[src/design/ile_pkg.sv]
`timescale 1ns / 1ps
// Package for the indexed list engine: operation and status codes,
// request and response payload types, and the per-cell operation struct.
// Used by the interfaces and every module of the block.
package ile_pkg;

  localparam int DEFAULT_CAPACITY = 16;

  localparam int KIND_W     = 3;
  localparam int POSITION_W = 16;
  localparam int VALUE_W    = 32;
  localparam int STATUS_W   = 2;
  localparam int COUNT_W    = 5;

  typedef enum logic [KIND_W-1:0] {
    KIND_READ   = 3'd0,
    KIND_FRONT  = 3'd1,
    KIND_BACK   = 3'd2,
    KIND_INSERT = 3'd3,
    KIND_DELETE = 3'd4
  } kind_e;

  typedef enum logic [STATUS_W-1:0] {
    STATUS_DONE  = 2'd0,
    STATUS_RANGE = 2'd1,
    STATUS_FULL  = 2'd2
  } status_e;

  typedef struct packed {
    logic        [KIND_W-1:0]     kind;
    logic signed [POSITION_W-1:0] position;
    logic signed [VALUE_W-1:0]    value;
  } req_t;

  typedef struct packed {
    logic        [STATUS_W-1:0] status;
    logic                       found;
    logic signed [VALUE_W-1:0]  read_value;
    logic        [COUNT_W-1:0]  count;
  } rsp_t;

  // Operation broadcast to every cell in the row for one transfer.
  typedef struct packed {
    logic insert;
    logic remove;
    logic read;
  } cell_op_t;

endpackage

[src/design/ile_stream_if.sv]
`timescale 1ns / 1ps
// Valid/ready channel interfaces for the request and response streams.
// Payload types come from ile_pkg.
interface ile_req_if import ile_pkg::*; ();
  logic valid;
  logic ready;
  req_t payload;

  modport source (output valid, output payload, input ready);
  modport sink   (input valid, input payload, output ready);
endinterface

interface ile_rsp_if import ile_pkg::*; ();
  logic valid;
  logic ready;
  rsp_t payload;

  modport source (output valid, output payload, input ready);
  modport sink   (input valid, input payload, output ready);
endinterface

[src/design/ile_cell.sv]
`timescale 1ns / 1ps
// One storage cell of the list: holds the entry at a fixed index and
// shifts to or from its neighbors on insert and delete. Uses ile_pkg.
module ile_cell import ile_pkg::*; #(
  parameter int IDX_W = 4,
  parameter int INDEX = 0
) (
  input  logic                      clk_i,
  input  cell_op_t                  op_i,
  input  logic        [IDX_W-1:0]   pos_i,
  input  logic signed [VALUE_W-1:0] value_i,
  input  logic signed [VALUE_W-1:0] prev_i,
  input  logic signed [VALUE_W-1:0] next_i,
  output logic signed [VALUE_W-1:0] data_o,
  output logic        [VALUE_W-1:0] hit_data_o
);

  localparam logic [IDX_W-1:0] MY_IDX = IDX_W'(INDEX);

  logic signed [VALUE_W-1:0] data_q, data_d;

  always_comb begin
    data_d = data_q;
    if (op_i.insert) begin
      if (MY_IDX > pos_i) begin
        data_d = prev_i;
      end else if (MY_IDX == pos_i) begin
        data_d = value_i;
      end
    end else if (op_i.remove) begin
      if (MY_IDX >= pos_i) begin
        data_d = next_i;
      end
    end
  end

  always_ff @(posedge clk_i) begin
    data_q <= data_d;
  end

  assign data_o     = data_q;
  assign hit_data_o = (op_i.read && (MY_IDX == pos_i)) ? data_q : '0;

endmodule

[src/design/ile_ctrl.sv]
`timescale 1ns / 1ps
// Control for the indexed list engine: decodes a request, keeps the
// entry count, drives the cell row and holds the response register. Uses ile_pkg.
module ile_ctrl import ile_pkg::*; #(
  parameter int CAPACITY = DEFAULT_CAPACITY,
  parameter int IDX_W    = $clog2(CAPACITY),
  parameter int LEN_W    = $clog2(CAPACITY + 1)
) (
  input  logic                      clk_i,
  input  logic                      rst_ni,
  input  logic                      req_valid_i,
  output logic                      req_ready_o,
  input  req_t                      req_i,
  output logic                      rsp_valid_o,
  input  logic                      rsp_ready_i,
  output rsp_t                      rsp_o,
  output cell_op_t                  op_o,
  output logic        [IDX_W-1:0]   pos_o,
  input  logic signed [VALUE_W-1:0] rd_data_i
);

  localparam int CMP_W = (LEN_W > POSITION_W) ? LEN_W : POSITION_W;
  localparam logic [LEN_W-1:0] FULL_LEN = LEN_W'(CAPACITY);

  logic [LEN_W-1:0] len_q, len_d;
  logic             rsp_valid_q;
  rsp_t             rsp_q, rsp_d;
  logic             fire;
  logic             nonneg, in_range, beyond, full, not_positive;
  logic [CMP_W-1:0] pos_u, len_ext;

  assign req_ready_o = !rsp_valid_q || rsp_ready_i;
  assign fire        = req_valid_i && req_ready_o;

  assign nonneg       = !req_i.position[POSITION_W-1];
  assign pos_u        = CMP_W'(req_i.position[POSITION_W-2:0]);
  assign len_ext      = CMP_W'(len_q);
  assign in_range     = nonneg && (pos_u < len_ext);
  assign beyond       = nonneg && (pos_u > len_ext);
  assign full         = (len_q == FULL_LEN);
  assign not_positive = !nonneg || (pos_u == '0);

  always_comb begin
    len_d             = len_q;
    op_o              = '0;
    pos_o             = pos_u[IDX_W-1:0];
    rsp_d.status      = STATUS_RANGE;
    rsp_d.found       = 1'b0;
    rsp_d.read_value  = '1;
    case (kind_e'(req_i.kind))
      KIND_READ: begin
        if (in_range) begin
          op_o.read        = 1'b1;
          rsp_d.status     = STATUS_DONE;
          rsp_d.found      = 1'b1;
          rsp_d.read_value = rd_data_i;
        end
      end
      KIND_FRONT, KIND_BACK: begin
        if (full) begin
          rsp_d.status = STATUS_FULL;
        end else begin
          op_o.insert  = fire;
          pos_o        = (kind_e'(req_i.kind) == KIND_FRONT) ? '0 : len_q[IDX_W-1:0];
          len_d        = len_q + 1'b1;
          rsp_d.status = STATUS_DONE;
        end
      end
      KIND_INSERT: begin
        if (beyond) begin
          rsp_d.status = STATUS_RANGE;
        end else if (full) begin
          rsp_d.status = STATUS_FULL;
        end else begin
          op_o.insert  = fire;
          pos_o        = not_positive ? '0 : pos_u[IDX_W-1:0];
          len_d        = len_q + 1'b1;
          rsp_d.status = STATUS_DONE;
        end
      end
      KIND_DELETE: begin
        if (in_range) begin
          op_o.remove  = fire;
          len_d        = len_q - 1'b1;
          rsp_d.status = STATUS_DONE;
        end
      end
      default: begin
      end
    endcase
    rsp_d.count = COUNT_W'(len_d);
  end

  always_ff @(posedge clk_i or negedge rst_ni) begin
    if (!rst_ni) begin
      len_q       <= '0;
      rsp_valid_q <= 1'b0;
    end else begin
      if (fire) begin
        len_q <= len_d;
      end
      if (req_ready_o) begin
        rsp_valid_q <= req_valid_i;
      end
    end
  end

  always_ff @(posedge clk_i) begin
    if (fire) begin
      rsp_q <= rsp_d;
    end
  end

  assign rsp_valid_o = rsp_valid_q;
  assign rsp_o       = rsp_q;

endmodule

[src/design/indexed_list_engine.sv]
`timescale 1ns / 1ps
// Indexed list engine: an ordered list of up to CAPACITY signed 32-bit values
// held in a row of cells, with positional read, insert and delete.
//
// Usage:
//   req_i carries one operation per transfer (kind, position, value).
//   rsp_o returns exactly one result per request (status, found,
//   read_value, count) in request order.
//   The result is registered and valid in the cycle after the request
//   transfer. Throughput is one item per cycle while the receiver does
//   not stall; every cell shifts toward or away from its neighbor in the
//   same cycle, so an insert or delete costs the same at any position. A
//   read selects the addressed cell through an OR-combine over the row.
//   When the receiver stalls, the held result stays on rsp_o and req_i is
//   ready only in the cycle the result is taken, so no result is lost.
//   Reset clears the count and the output valid; entry contents are not
//   reset and are only read after they have been written.
// Depends on ile_pkg, ile_stream_if, ile_cell and ile_ctrl.
module indexed_list_engine import ile_pkg::*; #(
  parameter int CAPACITY = DEFAULT_CAPACITY
) (
  input  logic     clk_i,
  input  logic     rst_ni,
  ile_req_if.sink   req_i,
  ile_rsp_if.source rsp_o
);

  localparam int IDX_W = $clog2(CAPACITY);
  localparam int LEN_W = $clog2(CAPACITY + 1);

  cell_op_t                  op;
  logic        [IDX_W-1:0]   pos;
  logic signed [VALUE_W-1:0] cell_data [CAPACITY];
  logic        [VALUE_W-1:0] hit_data  [CAPACITY];
  logic        [VALUE_W-1:0] rd_data;

  ile_ctrl #(
    .CAPACITY (CAPACITY),
    .IDX_W    (IDX_W),
    .LEN_W    (LEN_W)
  ) u_ctrl (
    .clk_i       (clk_i),
    .rst_ni      (rst_ni),
    .req_valid_i (req_i.valid),
    .req_ready_o (req_i.ready),
    .req_i       (req_i.payload),
    .rsp_valid_o (rsp_o.valid),
    .rsp_ready_i (rsp_o.ready),
    .rsp_o       (rsp_o.payload),
    .op_o        (op),
    .pos_o       (pos),
    .rd_data_i   (signed'(rd_data))
  );

  for (genvar i = 0; i < CAPACITY; i++) begin : g_cell
    ile_cell #(
      .IDX_W (IDX_W),
      .INDEX (i)
    ) u_cell (
      .clk_i      (clk_i),
      .op_i       (op),
      .pos_i      (pos),
      .value_i    (req_i.payload.value),
      .prev_i     (cell_data[(i == 0) ? 0 : i - 1]),
      .next_i     (cell_data[(i == CAPACITY - 1) ? i : i + 1]),
      .data_o     (cell_data[i]),
      .hit_data_o (hit_data[i])
    );
  end

  // Only the addressed cell drives nonzero data, so an OR combines the row.
  always_comb begin
    rd_data = '0;
    for (int i = 0; i < CAPACITY; i++) begin
      rd_data = rd_data | hit_data[i];
    end
  end

endmodule
[src/flat_wrapper.sv]
// flat-port wrapper written by rule: the top's interface ports become plain ports
module indexed_list_engine_flat import ile_pkg::*;
#(
  parameter int CAPACITY = DEFAULT_CAPACITY
)
  (clk_i, rst_ni, req_i_valid, req_i_payload, req_i_ready, rsp_o_valid, rsp_o_payload, rsp_o_ready);
  ile_req_if req_i_i ();
  ile_rsp_if rsp_o_i ();
  input  logic clk_i;
  input  logic rst_ni;
  input wire logic [$bits(req_i_i.valid)-1:0] req_i_valid;
  input wire logic [$bits(req_i_i.payload)-1:0] req_i_payload;
  output wire logic [$bits(req_i_i.ready)-1:0] req_i_ready;
  output wire logic [$bits(rsp_o_i.valid)-1:0] rsp_o_valid;
  output wire logic [$bits(rsp_o_i.payload)-1:0] rsp_o_payload;
  input wire logic [$bits(rsp_o_i.ready)-1:0] rsp_o_ready;
  assign req_i_i.valid = req_i_valid;
  assign req_i_i.payload = req_i_payload;
  assign req_i_ready = req_i_i.ready;
  assign rsp_o_valid = rsp_o_i.valid;
  assign rsp_o_payload = rsp_o_i.payload;
  assign rsp_o_i.ready = rsp_o_ready;
  indexed_list_engine #(.CAPACITY(CAPACITY)) u_core (.clk_i(clk_i), .rst_ni(rst_ni), .req_i(req_i_i), .rsp_o(rsp_o_i));
endmodule
[config.mk]
export PLATFORM = sky130hd
export DESIGN_NAME = indexed_list_engine_flat
export DESIGN_NICKNAME = d
export VERILOG_FILES = /design/src/design/ile_pkg.sv /design/src/design/ile_stream_if.sv /design/src/design/ile_cell.sv /design/src/design/ile_ctrl.sv /design/src/design/indexed_list_engine.sv /design/src/flat_wrapper.sv
export SDC_FILE = /design/constraint.sdc
export NUM_CORES = 1
export LEC_CHECK = 0
export BUFFER_PORTS_ARGS = -buffer_cell sky130_fd_sc_hd__buf_2
export CAP_MARGIN = 10
export CORE_MARGIN = 10
export CORE_UTILIZATION = 35
export CTS_CLUSTER_DIAMETER = 80
export DETAILED_ROUTE_END_ITERATION = 8
export GPL_ROUTABILITY_DRIVEN = 0
export PLACE_DENSITY = 0.59
export SYNTH_ARGS = -nofsm -noshare
export SYNTH_HDL_FRONTEND = slang
export SYNTH_SLANG_ARGS = --single-unit
[constraint.sdc]
create_clock -name clk_i -period 8.48 [get_ports clk_i]
set_clock_uncertainty 0.15 [all_clocks]
set_input_delay 0.424 -clock clk_i [delete_from_list [all_inputs] [get_ports clk_i]]
set_output_delay 0.424 -clock clk_i [all_outputs]
set_load 0.05 [all_outputs]
* After elaboration in Yosys (flattened, before gate mapping)
Index checks and enable logic that the tools add are counted.
** Storage, ports and cells
- Output and inout bits :: 42
- Flip-flop bits (word level) :: 558
- Logic and storage cells :: 284
- Input port bits :: 55
** Operators by class
- Muxes and demuxes :: 115
- Reductions and logical operators :: 61
- Add/sub/neg operators :: 2
- Eq/ne operators :: 36
- Bitwise gates (word level) :: 15
- $lt $le $gt $ge :: 33
** Operator list (number)
- 32-bit 2-to-1 mux :: 93
- 32-bit OR :: 15
- 3-bit != test, second input constant :: 14
- 3-bit AND reduction :: 14
- 34-bit 2-to-1 mux :: 1
- 2-bit nonzero test :: 17
- 4-bit equality test, first input constant :: 8
- 4-bit > comparator, first input constant :: 8
- 4-bit greater-or-equal comparator, first input constant :: 7
- 4-bit 2-to-1 mux :: 5
- 1-bit logical AND :: 19
- 3-bit by 4-bit equality test with 1-bit output, first input constant :: 4
- 3-bit by 4-bit greater-or-equal comparator with 1-bit output, first input constant :: 4
- 3-bit by 4-bit > comparator with 1-bit output, first input constant :: 4
- 16-bit logical NOT :: 1
- 15-bit by 5-bit > comparator with 1-bit output :: 1
- 15-bit by 5-bit < comparator with 1-bit output :: 1
- 5-bit 2-to-1 mux :: 3
- 5-bit one-hot mux with 3 select lines :: 1
- 2-bit by 4-bit equality test with 1-bit output, first input constant :: 2
- 1-bit by 4-bit greater-or-equal comparator with 1-bit output, first input constant :: 2
- 2-bit by 4-bit greater-or-equal comparator with 1-bit output, first input constant :: 2
- 1-bit by 4-bit > comparator with 1-bit output, first input constant :: 2
- 2-bit by 4-bit > comparator with 1-bit output, first input constant :: 2
- other kinds (21) :: 32

* Depth between registers and ports, before layout
- Word-level depth :: 26
- Mapped depth :: 16
- Depth with buffers taken out :: 11

* Cells and area by module
A second synthesis with hierarchy kept.
** Unflattened totals
- Cells, all modules :: 3684
- Area total of the unflattened synthesis :: 35509.1 um2
** By module, submodules not included
- ile_cell at u_core.g_cell[10].u_cell :: seq. area each 960.9 um2, cells an instance 263, instances 1, area each 2605.0 um2
- ile_cell at u_core.g_cell[12].u_cell :: seq. area each 960.9 um2, cells an instance 256, instances 1, area each 2417.3 um2
- ile_cell at u_core.g_cell[2].u_cell :: seq. area each 960.9 um2, cells an instance 260, instances 1, area each 2369.8 um2
- ile_ctrl :: seq. area each 1351.3 um2, cells an instance 191, instances 1, area each 2314.7 um2
- ile_cell at u_core.g_cell[4].u_cell :: seq. area each 960.9 um2, cells an instance 257, instances 1, area each 2311.0 um2
- ile_cell at u_core.g_cell[8].u_cell :: seq. area each 960.9 um2, cells an instance 215, instances 1, area each 2119.5 um2
- ile_cell at u_core.g_cell[11].u_cell :: seq. area each 960.9 um2, cells an instance 222, instances 1, area each 1973.1 um2
- ile_cell at u_core.g_cell[13].u_cell :: seq. area each 960.9 um2, cells an instance 178, instances 1, area each 1885.6 um2
- ile_cell at u_core.g_cell[3].u_cell :: seq. area each 960.9 um2, cells an instance 177, instances 1, area each 1885.6 um2
- ile_cell at u_core.g_cell[1].u_cell :: seq. area each 960.9 um2, cells an instance 177, instances 1, area each 1884.3 um2
- ile_cell at u_core.g_cell[15].u_cell :: seq. area each 960.9 um2, cells an instance 215, instances 1, area each 1870.5 um2
- ile_cell at u_core.g_cell[6].u_cell :: seq. area each 960.9 um2, cells an instance 214, instances 1, area each 1869.3 um2
- ile_cell at u_core.g_cell[9].u_cell :: seq. area each 960.9 um2, cells an instance 214, instances 1, area each 1868.0 um2
- ile_cell at u_core.g_cell[14].u_cell :: seq. area each 960.9 um2, cells an instance 214, instances 1, area each 1848.0 um2
- +4 rows

* Worst setup path before layout
Ideal clock, no wire load.
- Kind :: register to register
- Start :: register u_core.u_ctrl.rsp_valid_q (netlist: u_core.u_ctrl.rsp_valid_o)
- End :: register u_core.g_cell[3].u_cell.data_q[0] (enable)
- Setup slack :: 1.958 ns
- Required time :: 7.829 ns
- Library setup time :: 0.501 ns
- Buffers on the path :: 1
- Arrival time :: 5.870 ns
- Clock period less this slack :: 6.522 ns
- Cell stages (with the launch flop) :: 7
- Cells stage by stage :: dfrtp_1 > nand2b_1 > nand2_1 > inv_1 > o211ai_1 > buf_2 > nor4_1
** On the way
- Longest elaborated chain between the ends :: 8
- Elaborated cells between the ends (all ways) :: 12
- Those cells by class :: eq/ne (1); mux (5); reduce/logical (6)
** RTL lines
- from (decl) :: line ile_ctrl.sv:26 : logic rsp_valid_q;
- from (signal assigned) :: line ile_ctrl.sv:103 : rsp_valid_q <= req_valid_i;
- 1-bit logical NOT (*) :: line ile_ctrl.sv:32 : assign req_ready_o = !rsp_valid_q || rsp_ready_i;
- 1-bit logical OR (*) :: line ile_ctrl.sv:32
- via req_i_ready :: line flat_wrapper.sv:13 : output wire logic [$bits(req_i_i.ready)-1:0] req_i_ready;
- 1-bit logical AND (*) :: line ile_ctrl.sv:33 : assign fire = req_valid_i && req_ready_o;
- via u_core.u_ctrl.fire :: line ile_ctrl.sv:28 : logic fire;
- 1-bit 2-to-1 mux :: line ile_ctrl.sv:60, ile_ctrl.sv:72
- 1-bit 2-to-1 mux :: line ile_ctrl.sv:70 : if (beyond) begin
- 1-bit one-hot mux with 2 select lines :: line ile_ctrl.sv:50 : case (kind_e'(req_i.kind))
- 3-bit != test (no line) or 2-bit nonzero test (tied branches)
- 3-bit AND reduction (no line) (*)
- to (signal assigned) :: line ile_cell.sv:38 : data_q <= data_d;
- to (decl) :: line ile_cell.sv:20 : logic signed [VALUE_W-1:0] data_q, data_d;
Mark *: on every way through the listed nets, which the timed path passes. The rest lies on a longest branch.
A chain may end at the register's enable or synchronous reset.

* Final worst setup path
- Start :: register u_core.u_ctrl.len_q[0]
- End :: register u_core.g_cell[10].u_cell.data_q[20] (enable)
** On the way
- Longest elaborated chain between the ends :: 7
- Elaborated cells between the ends (all ways) :: 22
- Those cells by class :: order compare (4); eq/ne (3); mux (10); reduce/logical (5)
** RTL lines
- from (decl) :: line ile_ctrl.sv:25 : logic [LEN_W-1:0] len_q, len_d;
- from (signal assigned) :: line ile_ctrl.sv:100 : len_q <= len_d;
- 15-bit by 5-bit > comparator with 1-bit output or 5-bit equality test (tied branches) :: line ile_ctrl.sv:39, ile_ctrl.sv:40
- 1-bit logical AND or 4-bit 2-to-1 mux (tied branches) :: line ile_ctrl.sv:39, ile_ctrl.sv:72
- 4-bit 2-to-1 mux :: line ile_ctrl.sv:70
- 4-bit one-hot mux with 2 select lines :: line ile_ctrl.sv:50
- 4-bit > comparator, or another cell as far along :: line ile_cell.sv:25 : if (MY_IDX > pos_i) begin
- 3-bit != test (no line) or 2-bit nonzero test (tied branches)
- 3-bit AND reduction (no line) (*)
- to (signal assigned) :: line ile_cell.sv:38
- to (decl) :: line ile_cell.sv:20
Mark *: on every way between the ends. The rest lies on a longest branch, timed or not.

==> metrics <==
placed insts=4133; Logic pwr share=24.2%; post-route ant nets=0; Psw=0.00261 W; Clock transition at path regs=60 ps; worst-path fanout max=22; Critical Path Most Common Cell=buf_4; drt first pass iters=7; Die Y=321 um; IO buf count=96; DR WL/cell=29.9 um; layout cell share with drive strength beyond 1=13.1%; minimum clock period=5790 ps; worst-skew pair later-pin latency=650 ps; largest net degree at the start of global routing=195; CTS resizes=0; CP max stage delay=710 ps; number of global-route vias before repair=24600; area growth from synthesis to layout=10.7%; Total Wirelength=127000 um; Detail Placement HPWL=74200 um; # clock sinks=558; Final Hold Viols=0; Rel. slew slack=5.91%; Post-Layout Cell Count=4250; asr flop ratio synth=1.08%; CP Class=reg -> reg; die area=103000 um2; total CTS buffers=60; register share of total power=43.2%; row count=110; CP max stage cell=nor2b_4; main flop type after synthesis=edfxtp_1; fmax=0.173 GHz; Slew Limit Fails=0; CTS Root Cell=clkbuf_16; TritonCTS clock tree=yes; core area=89900 um2; Mapped Avg Cell Area=10.4 um2; critical path startpoint category=flop; Setup TNS=0 ps; leak pwr=12.3 nW; Tightest Pin Transition=1410 ps; Vias=26800; 1st-iter DRT viols=4740; initial antenna violation count=11; Mapped Cells=3050; global-route wire length before repair=179000 um; initial cell density of the core=35.2%; maximum root-to-sink buffer count=3; H-tree depth=2; Die W=321 um; number of flops mapped to enable cells by yosys=552; filler instances=8708; Req. time, crit path=8620 ps; MaxCap Viol Count=0; peak supply drop=163 uV; critical path, cell by cell=inv_1 -> ha_1 -> nand4bb_1 -> a21oi_1 -> or2_2 -> a21oi_2 -> o21ai_4 -> buf_4 -> nor2b_4 -> buf_4; GRT Util Overall=23.6%; Yosys reg bits=558; hold crit path type=in -> reg; GRT overflow=0; PD cells=222 nW/um2; Clk pwr share=32.6%; post-synth cell types=83; IO Pins=97; synth warn=0; fin nets=3086; RSZ-0062 raised after global routing=no; DR DRC count=0; switch share=33.6%; DP Worst Slack=2810 ps; crit path DAT=5930 ps; status=complete, no violations; Vias per Instance=6.30; setup slack after layout=2690 ps; total nets after synthesis=3112; post-synth design cell area=31600 um2; Setup crit end kind=flop; sequential area share after synthesis=52.9%; fin crit share=68.3%; Internal=0.00515 W; final setup vio count=0
==> synthesized netlist by cell type, types with 7 or more instances <==
library cell / instances / area (um2)
edfxtp_1: 552 / 16600
a31oi_1: 162 / 1010
mux2_2: 59 / 664
buf_2: 112 / 561
buf_4: 47 / 353
a21oi_2: 12 / 105
a22oi_1: 60 / 450
o21ai_0: 26 / 130
nand2b_1: 10 / 62.6
nand3_1: 40 / 200
or4_1: 7 / 52.6
a21oi_1: 314 / 1570
inv_1: 15 / 56.3
or3_1: 9 / 56.3
nor4_1: 7 / 43.8
nor2_1: 478 / 1790
a22o_1: 21 / 184
buf_6: 12 / 135
ha_1: 7 / 87.6
a211oi_1: 7 / 52.6
clkbuf_1: 87 / 327
nor3_1: 19 / 95.1
nand4_1: 18 / 113
a222oi_1: 39 / 390
a221oi_1: 44 / 385
a221o_1: 14 / 140
mux2i_1: 301 / 3010
buf_1: 9 / 33.8
nand2_1: 425 / 1600
and3_1: 11 / 68.8
nor2b_1: 9 / 56.3
==> power by group through the flow <==
stage / combinational [W] / sequential (W) / clock (W)
after detailed placement: 0.00180 / 0.00341 / 0
after global placement: 0.00178 / 0.00341 / 0
final: 0.00188 / 0.00336 / 0.00253
after CTS: 0.00181 / 0.00335 / 0.00256
after global routing: 0.00196 / 0.00336 / 0.00266
after floorplan: 0.00121 / 0.00338 / 0
==> through the flow <==
stage	util, %	power (W)	cell area, um2	hold WS, ps
floorplan	-	0.00458	31600	-21.6
global placement	36.9	0.00519	33100	134
detailed placement	36.9	0.00521	33200	133
CTS	38.9	0.00772	35000	122
global route	38.9	0.00798	35000	162
finish	38.9	0.00776	35000	151
==> cell usage in the layout, fill, tap and decap left out, types with 12 or more instances in the layout <==
master     count
a222oi_1      39
clkbuf_1      19
a22o_1        21
o21ai_0       26
a221o_1       14
buf_4         75
a21oi_1      311
a221oi_1      44
a31oi_1      161
clkinv_1      16
clkbuf_16     61
nor3_1        12
nand2_1      421
mux2i_1      301
nand4_1       18
inv_1         14
a22oi_1       60
buf_2         96
mux2_2        59
nor2_1       468
edfxtp_1     552
nand3_1       40
==> state kept, by name (all words and copies together), names as in the netlist <==
name	cells
u_core.g_cell.u_cell.data_o	512
u_core.u_ctrl.len_q	5
u_core.u_ctrl.rsp_o	40
u_core.u_ctrl.rsp_valid_o	1
==> layer usage <==
layer | vias to the layer above | GRT usage, % | wire, um
li1 | 11400 | - | -
met1 | 13000 | 31.2 | 49700
met2 | 2051 | 35.0 | 54200
met3 | 397 | 7.11 | 16700
met4 | 10 | 10.7 | 6190
met5 | - | 0 | 65
==> final cells by class <==
type                            instances  area [um2]  share of cell area, %
Inverter                               15        56.3                  0.161
Clock inverter                         27         179                  0.511
Tap cell                             1176        1470                   4.21
Clock buffer                           80        1600                   4.57
Timing Repair Buffer                  182        1220                   3.50
Sequential cell                       558       16700                   47.8
Multi-Input combinational cell       2207       13700                   39.2
Antenna cell                            5        12.5                 0.0358
==> final timing paths <==
check                                                               from                                             to  slack, ps  cells after the start
min in group asynchronous                                         rst_ni             u_core.u_ctrl.len_q[0]$_DFFE_PN0P_        610                      3
hold reg to reg            u_core.g_cell[15].u_cell.data_o[29]$_DFFE_PP_          u_core.u_ctrl.rsp_o[34]$_SDFFCE_PN1P_        430                      1
setup reg to reg                      u_core.u_ctrl.len_q[0]$_DFFE_PN0P_  u_core.g_cell[10].u_cell.data_o[20]$_DFFE_PP_       2690                     10
max in group asynchronous                                         rst_ni             u_core.u_ctrl.len_q[2]$_DFFE_PN0P_       7310                      3
setup / recovery                      u_core.u_ctrl.len_q[0]$_DFFE_PN0P_  u_core.g_cell[10].u_cell.data_o[20]$_DFFE_PP_       2690                     10
hold / removal                                         req_i_payload[17]   u_core.g_cell[8].u_cell.data_o[17]$_DFFE_PP_        150                      3
==> cell families (layout without fill, tap and decap cells) <==
group / after synthesis / count (layout) / share of synthesized area (%)
and+or+nand+nor: 1076 / 1076 / 14.5
AOI/OAI and AO/OA: 754 / 754 / 15.6
DFF: 558 / 558 / 52.9
muxes: 365 / 365 / 11.8
buffers and inverters: 285 / 304 / 4.78
adders and majority gates: 7 / 7 / 0.277
xor gates and xnor gates: 5 / 5 / 0.138
other: 0 / 5 / 0
==> critical path: cells and delay by family (launching register included) <==
kind            cells  cell delay, ps
compound gates      3            1500
fa+ha+maj           1             250
buf+inv             3            1270
flops               1             510
simple gates        3            1710
==> repair_timing <==
action,CTS,global route
buffers inserted,0,0
endpoints found under the hold margin,7,0
hold buffers,4,0
Note: power is estimated with default switching activity, not from simulation.
